[config.mk]
export PLATFORM = sky130hd
export DESIGN_NAME = can_bit_timing_solver_core
export DESIGN_NICKNAME = d
export VERILOG_FILES = /design/src/hdl/cbts_pkg.sv /design/src/hdl/cbts_ser_mul.sv /design/src/hdl/cbts_ser_div.sv /design/src/hdl/can_bit_timing_solver_core.sv
export SDC_FILE = /design/constraint.sdc
export NUM_CORES = 1
export LEC_CHECK = 0
export ABC_AREA = 1
export BUFFER_PORTS_ARGS = -buffer_cell sky130_fd_sc_hd__buf_2
export CAP_MARGIN = 0
export CORE_MARGIN = 2
export CORE_UTILIZATION = 60
export CTS_CLUSTER_SIZE = 14
export DETAILED_ROUTE_END_ITERATION = 10
export GPL_TIMING_DRIVEN = 0
export PLACE_DENSITY = 0.78
export SLEW_MARGIN = 25
export SYNTH_ARGS = -nofsm -noshare
export SYNTH_HDL_FRONTEND = slang
export SYNTH_HIERARCHICAL = 1
export SYNTH_SLANG_ARGS = --single-unit
[constraint.sdc]
create_clock -name clk -period 10.4 [get_ports clk]
set_clock_uncertainty 0.2 [all_clocks]
set_input_delay 1.56 -clock clk [delete_from_list [all_inputs] [get_ports clk]]
set_output_delay 1.56 -clock clk [all_outputs]
set_load 0.05 [all_outputs]
[src/hdl/cbts_pkg.sv]
package cbts_pkg;

  localparam int BR_W   = 24;
  localparam int MUL_W  = 8;
  localparam int Q_W    = 5;
  localparam int CLK_W  = 32;
  localparam int SEG1_W = 5;
  localparam int SEG2_W = 3;
  localparam int PROD_W = CLK_W + MUL_W;

  localparam int BASE_QUANTA_DEF = 16;
  localparam int MAX_OFFSET_DEF  = 9;

  localparam logic [CLK_W-1:0] CLK_RESET = 32'd16000000;

  typedef struct packed {
    logic [BR_W-1:0]  bitrate;
    logic [MUL_W-1:0] multiplier;
  } req_t;

  typedef struct packed {
    logic              timing_error;
    logic [Q_W-1:0]    time_quanta;
    logic [CLK_W-1:0]  prescaler;
    logic              jump_width;
    logic [SEG1_W-1:0] segment_one;
    logic [SEG2_W-1:0] segment_two;
  } res_t;

endpackage

[src/hdl/cbts_ser_mul.sv]
module cbts_ser_mul #(
  parameter int AW = cbts_pkg::CLK_W,
  parameter int BW = cbts_pkg::MUL_W
) (
  input  logic            clk,
  input  logic            rst,
  input  logic            start,
  input  logic [AW-1:0]   a,
  input  logic [BW-1:0]   b,
  output logic            done,
  output logic [AW+BW-1:0] product
);
  import cbts_pkg::*;

  logic [AW+BW-1:0] a_sh;
  logic [AW+BW-1:0] acc;
  logic [BW-1:0]    b_sh;
  logic             running;

  always_ff @(posedge clk) begin
    if (rst) begin
      running <= 1'b0;
      done    <= 1'b0;
    end else begin
      done <= 1'b0;
      if (start) begin
        a_sh    <= (AW+BW)'(a);
        b_sh    <= b;
        acc     <= '0;
        running <= 1'b1;
      end else if (running) begin
        // stop as soon as no multiplier bits remain
        if (b_sh == '0) begin
          running <= 1'b0;
          done    <= 1'b1;
        end else begin
          if (b_sh[0]) begin
            acc <= acc + a_sh;
          end
          a_sh <= a_sh << 1;
          b_sh <= b_sh >> 1;
        end
      end
    end
  end

  assign product = acc;

endmodule

[src/hdl/cbts_ser_div.sv]
module cbts_ser_div #(
  parameter int NW = cbts_pkg::CLK_W,
  parameter int DW = cbts_pkg::PROD_W
) (
  input  logic          clk,
  input  logic          rst,
  input  logic          start,
  input  logic [NW-1:0] dividend,
  input  logic [DW-1:0] divisor,
  output logic          done,
  output logic [NW-1:0] quotient,
  output logic [DW-1:0] remainder
);
  import cbts_pkg::*;

  localparam int CW = $clog2(NW);

  logic [NW-1:0] quo;
  logic [DW-1:0] rem;
  logic [DW-1:0] dvs;
  logic [CW-1:0] cnt;
  logic          running;
  logic [DW:0]   trial;
  logic [DW:0]   diff;
  logic          ge;

  // restoring step: bring in the next dividend bit, subtract if it fits
  assign trial = {rem, quo[NW-1]};
  assign diff  = trial - {1'b0, dvs};
  assign ge    = (trial >= {1'b0, dvs});

  always_ff @(posedge clk) begin
    if (rst) begin
      running <= 1'b0;
      done    <= 1'b0;
    end else begin
      done <= 1'b0;
      if (start) begin
        quo     <= dividend;
        rem     <= '0;
        dvs     <= divisor;
        cnt     <= CW'(NW - 1);
        running <= 1'b1;
      end else if (running) begin
        rem <= ge ? diff[DW-1:0] : trial[DW-1:0];
        quo <= {quo[NW-2:0], ge};
        if (cnt == '0) begin
          running <= 1'b0;
          done    <= 1'b1;
        end else begin
          cnt <= cnt - 1'b1;
        end
      end
    end
  end

  assign quotient  = quo;
  assign remainder = rem;

endmodule

[src/hdl/can_bit_timing_solver_core.sv]
// CAN bit timing solver. Pulse start with a request while busy is low; busy
// stays high until the result appears. The result is shown for exactly one
// cycle with done high and cannot be held off, so the receiver must take it
// then. An item first forms bitrate times multiplier on the bit-serial
// multiplier, then tries quanta counts, up to 2*(MAX_OFFSET+1) of them, each
// with a multiply and a divide, and ends with a multiply and the prescaler
// divide. Every divide runs on the shared restoring divider, which produces
// one quotient bit per cycle. A zero bitrate or multiplier is answered with
// an error in the cycle right after the item is taken.
// The clock frequency register is written through cfg_valid/cfg_ready/cfg_data
// while the block is idle.
module can_bit_timing_solver_core #(
  parameter int BASE_QUANTA = cbts_pkg::BASE_QUANTA_DEF,
  parameter int MAX_OFFSET  = cbts_pkg::MAX_OFFSET_DEF
) (
  input  logic                       clk,
  input  logic                       rst,
  input  logic                       start,
  output logic                       busy,
  input  cbts_pkg::req_t             request,
  output logic                       done,
  output cbts_pkg::res_t             result,
  input  logic                       cfg_valid,
  output logic                       cfg_ready,
  input  logic [cbts_pkg::CLK_W-1:0] cfg_data
);
  import cbts_pkg::*;

  localparam int K_W = $clog2(MAX_OFFSET + 1);

  // error flag set, every other field zero
  localparam res_t ERR_RESULT = res_t'({1'b1, {($bits(res_t) - 1){1'b0}}});

  typedef enum logic [6:0] {
    S_IDLE   = 7'b0000001,
    S_BM     = 7'b0000010,
    S_LAUNCH = 7'b0000100,
    S_TQ     = 7'b0001000,
    S_TDIV   = 7'b0010000,
    S_PQ     = 7'b0100000,
    S_PDIV   = 7'b1000000
  } state_t;

  typedef struct packed {
    logic [SEG1_W-1:0] seg1;
    logic [SEG2_W-1:0] seg2;
  } seg_t;

  function automatic seg_t seg_calc(input logic [Q_W-1:0] q);
    logic signed [10:0] q7;
    logic signed [10:0] base;
    logic signed [10:0] s1;
    logic signed [10:0] d0;
    logic signed [10:0] d1;
    logic signed [10:0] s2;
    seg_t               r;
    q7   = $signed(11'(q)) * 11'sd7;
    base = q7 >>> 3;
    if (base < 11'sd1) begin
      base = 11'sd1;
    end
    s1 = base - 11'sd1;
    d0 = ((s1 + 11'sd1) <<< 3) - q7;
    d1 = ((s1 + 11'sd2) <<< 3) - q7;
    if (d0 < 0) begin
      d0 = -d0;
    end
    if (d1 < 0) begin
      d1 = -d1;
    end
    // move the sample point one quantum later only if strictly closer to 7/8
    if (d1 < d0) begin
      s1 = s1 + 11'sd1;
    end
    s2 = $signed(11'(q)) - s1 - 11'sd1;
    if (s2 < 0) begin
      s2 = '0;
    end
    r.seg1 = s1[SEG1_W-1:0];
    r.seg2 = s2[SEG2_W-1:0];
    return r;
  endfunction

  state_t            state;
  logic [CLK_W-1:0]  clock_freq;
  logic [BR_W-1:0]   rate;
  logic [CLK_W-1:0]  bm;
  logic [K_W-1:0]    k;
  logic              side;

  logic [Q_W-1:0]    lo_q;
  logic [Q_W-1:0]    hi_q;
  logic              lo_ok;
  logic [Q_W-1:0]    q_cand;
  logic              last_trial;
  logic              bad_req;
  seg_t              seg;

  logic              mul_start;
  logic [CLK_W-1:0]  mul_a;
  logic [MUL_W-1:0]  mul_b;
  logic              mul_done;
  logic [PROD_W-1:0] mul_p;

  logic              div_start;
  logic              div_done;
  logic [CLK_W-1:0]  div_quo;
  logic [PROD_W-1:0] div_rem;

  assign busy      = (state != S_IDLE);
  assign cfg_ready = ~busy;

  // candidate count: BASE-k first (BASE+k once k reaches BASE), then BASE+k
  assign lo_q       = Q_W'(BASE_QUANTA) - Q_W'(k);
  assign hi_q       = Q_W'(BASE_QUANTA) + Q_W'(k);
  assign lo_ok      = (int'(k) < BASE_QUANTA);
  assign q_cand     = (!side && lo_ok) ? lo_q : hi_q;
  assign last_trial = side && (k == K_W'(MAX_OFFSET));
  assign bad_req    = (request.bitrate == '0) || (request.multiplier == '0);
  assign seg        = seg_calc(q_cand);

  always_comb begin
    case (state)
      S_IDLE: begin
        mul_a = CLK_W'(request.bitrate);
        mul_b = request.multiplier;
      end
      S_LAUNCH: begin
        mul_a = bm;
        mul_b = MUL_W'(q_cand);
      end
      default: begin
        mul_a = CLK_W'(rate);
        mul_b = MUL_W'(q_cand);
      end
    endcase
  end

  assign mul_start = (state == S_IDLE && start && !bad_req) ||
                     (state == S_LAUNCH) ||
                     (state == S_TDIV && div_done && div_rem == '0);
  assign div_start = (state == S_TQ || state == S_PQ) && mul_done;

  cbts_ser_mul #(
    .AW(CLK_W),
    .BW(MUL_W)
  ) u_mul (
    .clk    (clk),
    .rst    (rst),
    .start  (mul_start),
    .a      (mul_a),
    .b      (mul_b),
    .done   (mul_done),
    .product(mul_p)
  );

  cbts_ser_div #(
    .NW(CLK_W),
    .DW(PROD_W)
  ) u_div (
    .clk      (clk),
    .rst      (rst),
    .start    (div_start),
    .dividend (clock_freq),
    .divisor  (mul_p),
    .done     (div_done),
    .quotient (div_quo),
    .remainder(div_rem)
  );

  always_ff @(posedge clk) begin
    if (rst) begin
      state      <= S_IDLE;
      done       <= 1'b0;
      clock_freq <= CLK_RESET;
    end else begin
      done <= 1'b0;
      if (cfg_valid && cfg_ready) begin
        clock_freq <= cfg_data;
      end
      case (state)
        S_IDLE: begin
          if (start) begin
            rate <= request.bitrate;
            k    <= '0;
            side <= 1'b0;
            if (bad_req) begin
              result <= ERR_RESULT;
              done   <= 1'b1;
            end else begin
              state <= S_BM;
            end
          end
        end
        S_BM: begin
          if (mul_done) begin
            bm    <= mul_p[CLK_W-1:0];
            state <= S_LAUNCH;
          end
        end
        S_LAUNCH: begin
          state <= S_TQ;
        end
        S_TQ: begin
          if (mul_done) begin
            state <= S_TDIV;
          end
        end
        S_TDIV: begin
          if (div_done) begin
            if (div_rem == '0) begin
              state <= S_PQ;
            end else if (last_trial) begin
              result <= ERR_RESULT;
              done   <= 1'b1;
              state  <= S_IDLE;
            end else begin
              // advance to the next candidate count
              if (side) begin
                k    <= k + 1'b1;
                side <= 1'b0;
              end else begin
                side <= 1'b1;
              end
              state <= S_LAUNCH;
            end
          end
        end
        S_PQ: begin
          if (mul_done) begin
            state <= S_PDIV;
          end
        end
        S_PDIV: begin
          if (div_done) begin
            result.timing_error <= 1'b0;
            result.time_quanta  <= q_cand;
            result.prescaler    <= div_quo;
            result.jump_width   <= 1'b1;
            result.segment_one  <= seg.seg1;
            result.segment_two  <= seg.seg2;
            done                <= 1'b1;
            state               <= S_IDLE;
          end
        end
        default: begin
          state <= S_IDLE;
        end
      endcase
    end
  end

  a_err_zero: assert property (@(posedge clk) disable iff (rst)
    done && result.timing_error |->
      result.time_quanta == '0 && result.prescaler == '0 && !result.jump_width &&
      result.segment_one == '0 && result.segment_two == '0)
    else $error("error result carries nonzero fields");

  a_seg_sum: assert property (@(posedge clk) disable iff (rst)
    done && !result.timing_error |->
      7'(result.segment_one) + 7'(result.segment_two) + 7'd1 == 7'(result.time_quanta) &&
      result.jump_width)
    else $error("segments do not add up to the quanta count");

  a_busy_start: assert property (@(posedge clk) disable iff (rst)
    $rose(busy) |-> $past(start))
    else $error("busy rose without an accepted item");

  a_done_idle: assert property (@(posedge clk) disable iff (rst)
    done |-> !busy || $past(state == S_IDLE))
    else $error("result strobe while still solving");

endmodule
# After elaboration in Yosys (flattened, before gate mapping)
# Index checks and enable logic that the tools add are counted.
[word_totals]
reg_bits = 357
out_inout_bits = 50
in_bits = 68
[classes]
n_bitwise = 4
n_mux = 67
n_lt_le_gt_ge = 6
multipliers = 1
reduce_logical = 35
eq_ne = 23
addsub = 15
[op_table]
columns = ["operator", "count"]
rows = [
  ["47-bit 2-to-1 mux", 6],
  ["40-bit 2-to-1 mux", 7],
  ["47-bit case mux with 3 select lines", 1],
  ["32-bit 2-to-1 mux", 3],
  ["32-bit case mux with 2 select lines", 1],
  ["7-bit 2-to-1 mux", 7],
  ["7-bit case mux with 7 select lines", 1],
  ["11-bit 2-to-1 mux", 4],
  ["41-bit by 40-bit >= comparator with 1-bit output", 1],
  ["40-bit adder", 1],
  ["40-bit zero test", 1],
  ["40-bit subtractor", 1],
  ["11-bit by 1-bit < comparator with 1-bit output (second input constant)", 3],
  ["8-bit 2-to-1 mux", 4],
  ["24-bit zero test", 1],
  ["11-bit negation", 2],
  ["11-bit by 2-bit subtractor with 11-bit output (second input constant)", 2],
  ["11-bit by 9-bit subtractor with 11-bit output", 2],
  ["4-bit 2-to-1 mux", 5],
  ["1-bit 2-to-1 mux", 19],
  ["2-bit != test (second input constant)", 9],
  ["8-bit zero test", 2],
  ["5-bit 2-to-1 mux", 3],
  ["7-bit AND reduction", 2],
  ["38 further kinds", 63],
]

# Longest topological paths before layout
[depth]
word_depth = 18
ltp_mapped = 57
depth_no_buf = 57

# Cells and area by module
# The synthesis kept the hierarchy.
[by_module_without_submodules]
columns = ["mod", "seq_area_each_um2", "area_each_um2", "n_inst", "cells_each"]
rows = [
  ["cbts_ser_div", 3553.4, 8167.8, 1, 1115],
  ["can_bit_timing_solver_core", 4043.9, 7838.8, 1, 906],
  ["cbts_ser_mul", 2682.6, 6354.8, 1, 886],
]

# Least setup slack after synthesis
# Ideal clock, no wire load.
[synth_path]
path_type = "register to register"
start = "register k[0]"
end = "register result[1] in the netlist's numbering, data pin"
stages_incl_launch_ff = 53
setup_time_ns = 0.138
n_path_buf = 1
setup_slack_ns = 2.472
arrival_time_ns = 7.590
cell_sequence = "edfxtp_1 > inv_1 > ha_1 > xnor2_1 > o21ai_1 > fa_1 > inv_1 > ha_1 > inv_1 > fa_1 > inv_1 > nand3_1 > nand2_1 > nand4_2 > nand2_4 > nand3_4 > nand2_4 > inv_1 > [... 17 more ...] > a21oi_1 > o21ai_0 > nand2_1 > nand3_1 > nand2_1 > nand2_1 > inv_1 > xor2_1 > ha_1 > inv_1 > fa_1 > o21bai_1 > o21ai_0 > inv_1 > a21oi_1 > o21ai_1 > nand2_1 > nor2_1"
[synth_between]
elab_chain_cells = 18
word_cells_on_any_way = 25
[synth_lines]
columns = ["item", "line", "text"]
rows = [
  ["from (decl)", "can_bit_timing_solver_core.sv:88", "logic [K_W-1:0] k;"],
  ["from (signal assigned)", "can_bit_timing_solver_core.sv:220", "k <= k + 1'b1;"],
  ["5-bit by 4-bit subtractor with 5-bit output / 5-bit by 4-bit adder with 5-bit output (equally long branches)", "can_bit_timing_solver_core.sv:114, can_bit_timing_solver_core.sv:115", ""],
  ["5-bit 2-to-1 mux *", "can_bit_timing_solver_core.sv:117", "assign q_cand = (!side && lo_ok) ? lo_q : hi_q;"],
  ["5-bit by 3-bit multiplier with 8-bit output", "can_bit_timing_solver_core.sv:57", "q7 = $signed(11'(q)) * 11'sd7;"],
  ["5-bit by 1-bit < comparator with 1-bit output", "can_bit_timing_solver_core.sv:59", "if (base < 11'sd1) begin"],
  ["11-bit 2-to-1 mux", "can_bit_timing_solver_core.sv:59", ""],
  ["11-bit by 2-bit subtractor with 11-bit output", "can_bit_timing_solver_core.sv:62", "s1 = base - 11'sd1;"],
  ["11-bit by 2-bit adder with 11-bit output / 8-bit by 3-bit adder with 8-bit output (equally long branches)", "can_bit_timing_solver_core.sv:73, can_bit_timing_solver_core.sv:64", ""],
  ["11-bit by 9-bit subtractor with 11-bit output (on tied branches)", "can_bit_timing_solver_core.sv:63, can_bit_timing_solver_core.sv:64", ""],
  ["[... 2 more ...]", "-", ""],
  ["11-bit < comparator", "can_bit_timing_solver_core.sv:72", "if (d1 < d0) begin"],
  ["11-bit 2-to-1 mux", "can_bit_timing_solver_core.sv:72", ""],
  ["6-bit by 11-bit subtractor with 11-bit output *", "can_bit_timing_solver_core.sv:75", "s2 = $signed(11'(q)) - s1 - 11'sd1;"],
  ["11-bit by 2-bit subtractor with 11-bit output *", "can_bit_timing_solver_core.sv:75", ""],
  ["11-bit by 1-bit < comparator with 1-bit output", "can_bit_timing_solver_core.sv:76", "if (s2 < 0) begin"],
  ["3-bit 2-to-1 mux *", "can_bit_timing_solver_core.sv:76", ""],
  ["47-bit 2-to-1 mux *", "can_bit_timing_solver_core.sv:235", "if (div_done) begin"],
  ["47-bit case mux with 3 select lines *", "can_bit_timing_solver_core.sv:181", "case (state)"],
  ["to (decl)", "can_bit_timing_solver_core.sv:22", "output cbts_pkg::res_t result,"],
]
# Mark *: on every way between the ends. The rest lies on a longest branch, timed or not. The select of a mux whose other input is x is not followed.
# A chain may end at the register's enable or synchronous reset.

# Worst setup path after layout
[layout_path]
start = "register k[0]"
end = "register result[2] in the netlist's numbering, data pin"
# The elaborated chain is that of the path after synthesis.

==> results.txt <==
Run status -> completed
Gpl congestion -> 1.01
DP HPWL -> 46100 µm
FF+latch count, synth -> 357
YS warnings -> 6
Clock latency on the worst-skew pair -> 0.57 ns
Root Driver -> clkbuf_16
Die Y -> 197 µm
Die ar. -> 0.0388 mm²
Syn Nets -> 3091
Clk sink count -> 357
Count leader, synth -> nand2_1
Core Region -> 0.0367 mm²
DRT Wirelength -> 58800 µm
Max-slew violations -> 0
Yosys cell types -> 53
Post-Syn Area -> 0.0224 mm²
Clk buf depth -> 3
Setup Fix Bufs, Post-CTS -> 0
Initial DRC count -> 1796
Initial Util -> 0.609
Max-Cap Viols -> 0
Final hold violation count -> 0
Crit. End Element -> register
Relative slew slack -> 0.502
Clock buffer count from CTS -> 40
Mapped Cells -> 2907
Final WS setup -> 0.983 ns
WS Path Type -> reg -> reg
Post-synth top area cell -> edfxtp_1
Crit-path most repeated cell -> inv_1
CP required -> 10.62 ns
Worst-margin pin slew -> 0.741 ns
# setup viols final -> 0
Fmax -> 106 MHz
Synth Area per Inst -> 7.69 µm²
Area share of the largest cell type after synthesis -> 0.420
First-pass GRT wire length -> 93800 µm
I/O Buffers -> 117
Tmin final -> 9.42 ns
Post-synthesis sequential area ratio -> 0.460
EDFF count, synth -> 313
Tot GR Track Use -> 0.308
Ys flop type -> edfxtp_1
Resized cells post-CTS -> 0
DRC Markers -> 0
Worst-path clk slew -> 0.06 ns
CTS tree -> done
Crit Path Max Fanout -> 10
H-Tree Depth -> 2
Final period utilization -> 0.905
Nets -> 3266
Slowest cell delay on critical path -> 0.57 ns
RSZ-0062 raised after global routing -> false
First-pass DRT Iterations -> 7
Initial antenna violation count -> 1
Worst Setup Start Kind -> register
Final ANT Viol Nets -> 0
Via density -> 5.43
Synth area leaders -> edfxtp_1 42%, nand2_1 17%, inv_1 7.6%
Largest net degree at the start of global routing -> 30
Synthesis-to-finish area growth -> 12.9%
Routed len/inst -> 16.4 µm
Share of cells above drive strength 1 -> 0.102
Async set-reset flop share out of synthesis -> 0
Die width -> 197 µm
DP Worst Slack -> 1.08 ns
Number of global-route vias before repair -> 18585
I/O pin count -> 118
ANT cells -> 0
Row Count -> 70
Setup TNS -> 0 ns
Grt ovf -> 0
HP Class -> reg -> reg
Critical-path top delay cell -> edfxtp_1
Post-synth top cells -> 1014 x nand2_1, 455 x inv_1, 314 x nor2_1
CTS Hold Bufs -> 0
Vias -> 19430
Critical Path AT -> 9.64 ns
worst paths after layout:
path | from | endpoint | slack [ns] | cells past startpoint
setup / recovery | k[0]$_SDFFCE_PP0P_ | result[2]$_SDFFCE_PP0P_ | 0.98 | 50
hold / removal | u_mul/running$_SDFF_PP0_ | u_mul/done$_SDFF_PP0_ | 0.25 | 2
setup reg to reg | k[0]$_SDFFCE_PP0P_ | result[2]$_SDFFCE_PP0P_ | 0.98 | 50
hold reg to reg | u_mul/running$_SDFF_PP0_ | u_mul/done$_SDFF_PP0_ | 0.25 | 2
through the flow:
| step | cells | cell area, µm² | hold WS [ns] | util |
|---|---|---|---|---|
| 2_1_floorplan | 2907 | 22400 | 0.214 | - |
| 3_3_place_gp | 3492 | 23500 | 0.222 | 0.641 |
| 3_5_place_dp | 3508 | 23900 | 0.234 | 0.650 |
| 4_1_cts | 3581 | 25300 | 0.244 | 0.688 |
| 5_1_grt | 3581 | 25300 | 0.260 | 0.688 |
| 6_report | 3581 | 25300 | 0.250 | 0.688 |
per-layer routing:
metal,share of wire,track usage,up-vias
li1,-,-,9634
met1,0.43,0.424,8973
met2,0.46,0.506,721
met3,0.071,0.0382,102
met4,0.030,0.106,0
met5,0,0,-
kinds of logic (layout without fill, tap and decap cells):
group,count (synthesis),after routing,share of synthesized area
flip-flops,357,357,0.460
adder cells (fa/ha/maj),116,116,0.0666
AND/OR/NAND/NOR,1577,1577,0.294
AO/OA/AOI/OAI,284,284,0.0708
buffers and inverters,530,736,0.0923
other,2,2,0.000336
XOR/XNOR,41,41,0.0164
layout by cell type, fill, tap and decap left out, types with 51 or more instances in the layout:
cell type	count
inv_1	455
o21ai_0	81
ha_1	111
nand3_1	110
clkbuf_1	51
nor2_1	312
nand2_1	1014
edfxtp_1	313
buf_2	122
a21oi_1	138
state kept, by name (all words and copies together) (netlist names), 5 cells and up:
signal,count
u_mul/product,40
u_mul/b_sh,8
bm,32
result,47
state,7
u_div/remainder,40
u_mul/a_sh,40
u_div/quotient,32
u_div/dvs,40
u_div/cnt,5
rate,24
clock_freq,32
cell type report:
class | instances | area (µm²)
fillers | 3019 | 11400
flip-flops and latches | 357 | 10300
multi-input cells | 2020 | 10100
inverters | 472 | 1770
clock buffers | 49 | 1050
repair buffers | 133 | 851
well taps | 468 | 586
clock inverters | 24 | 343
plain buffers | 58 | 289
worst max-delay path, delay by kind of cell, from the launching register on:
kind / cells / cell delay [ns]
buf+inv: 12 / 1.23
compound gates: 8 / 1.51
flops: 1 / 0.57
xor+xnor: 4 / 0.84
simple gates: 16 / 1.65
fa+ha+maj: 10 / 3.18
Power is left out: the tool's default activity adds up to more than one toggle a clock period on the data nets, which glitch-free logic cannot reach.
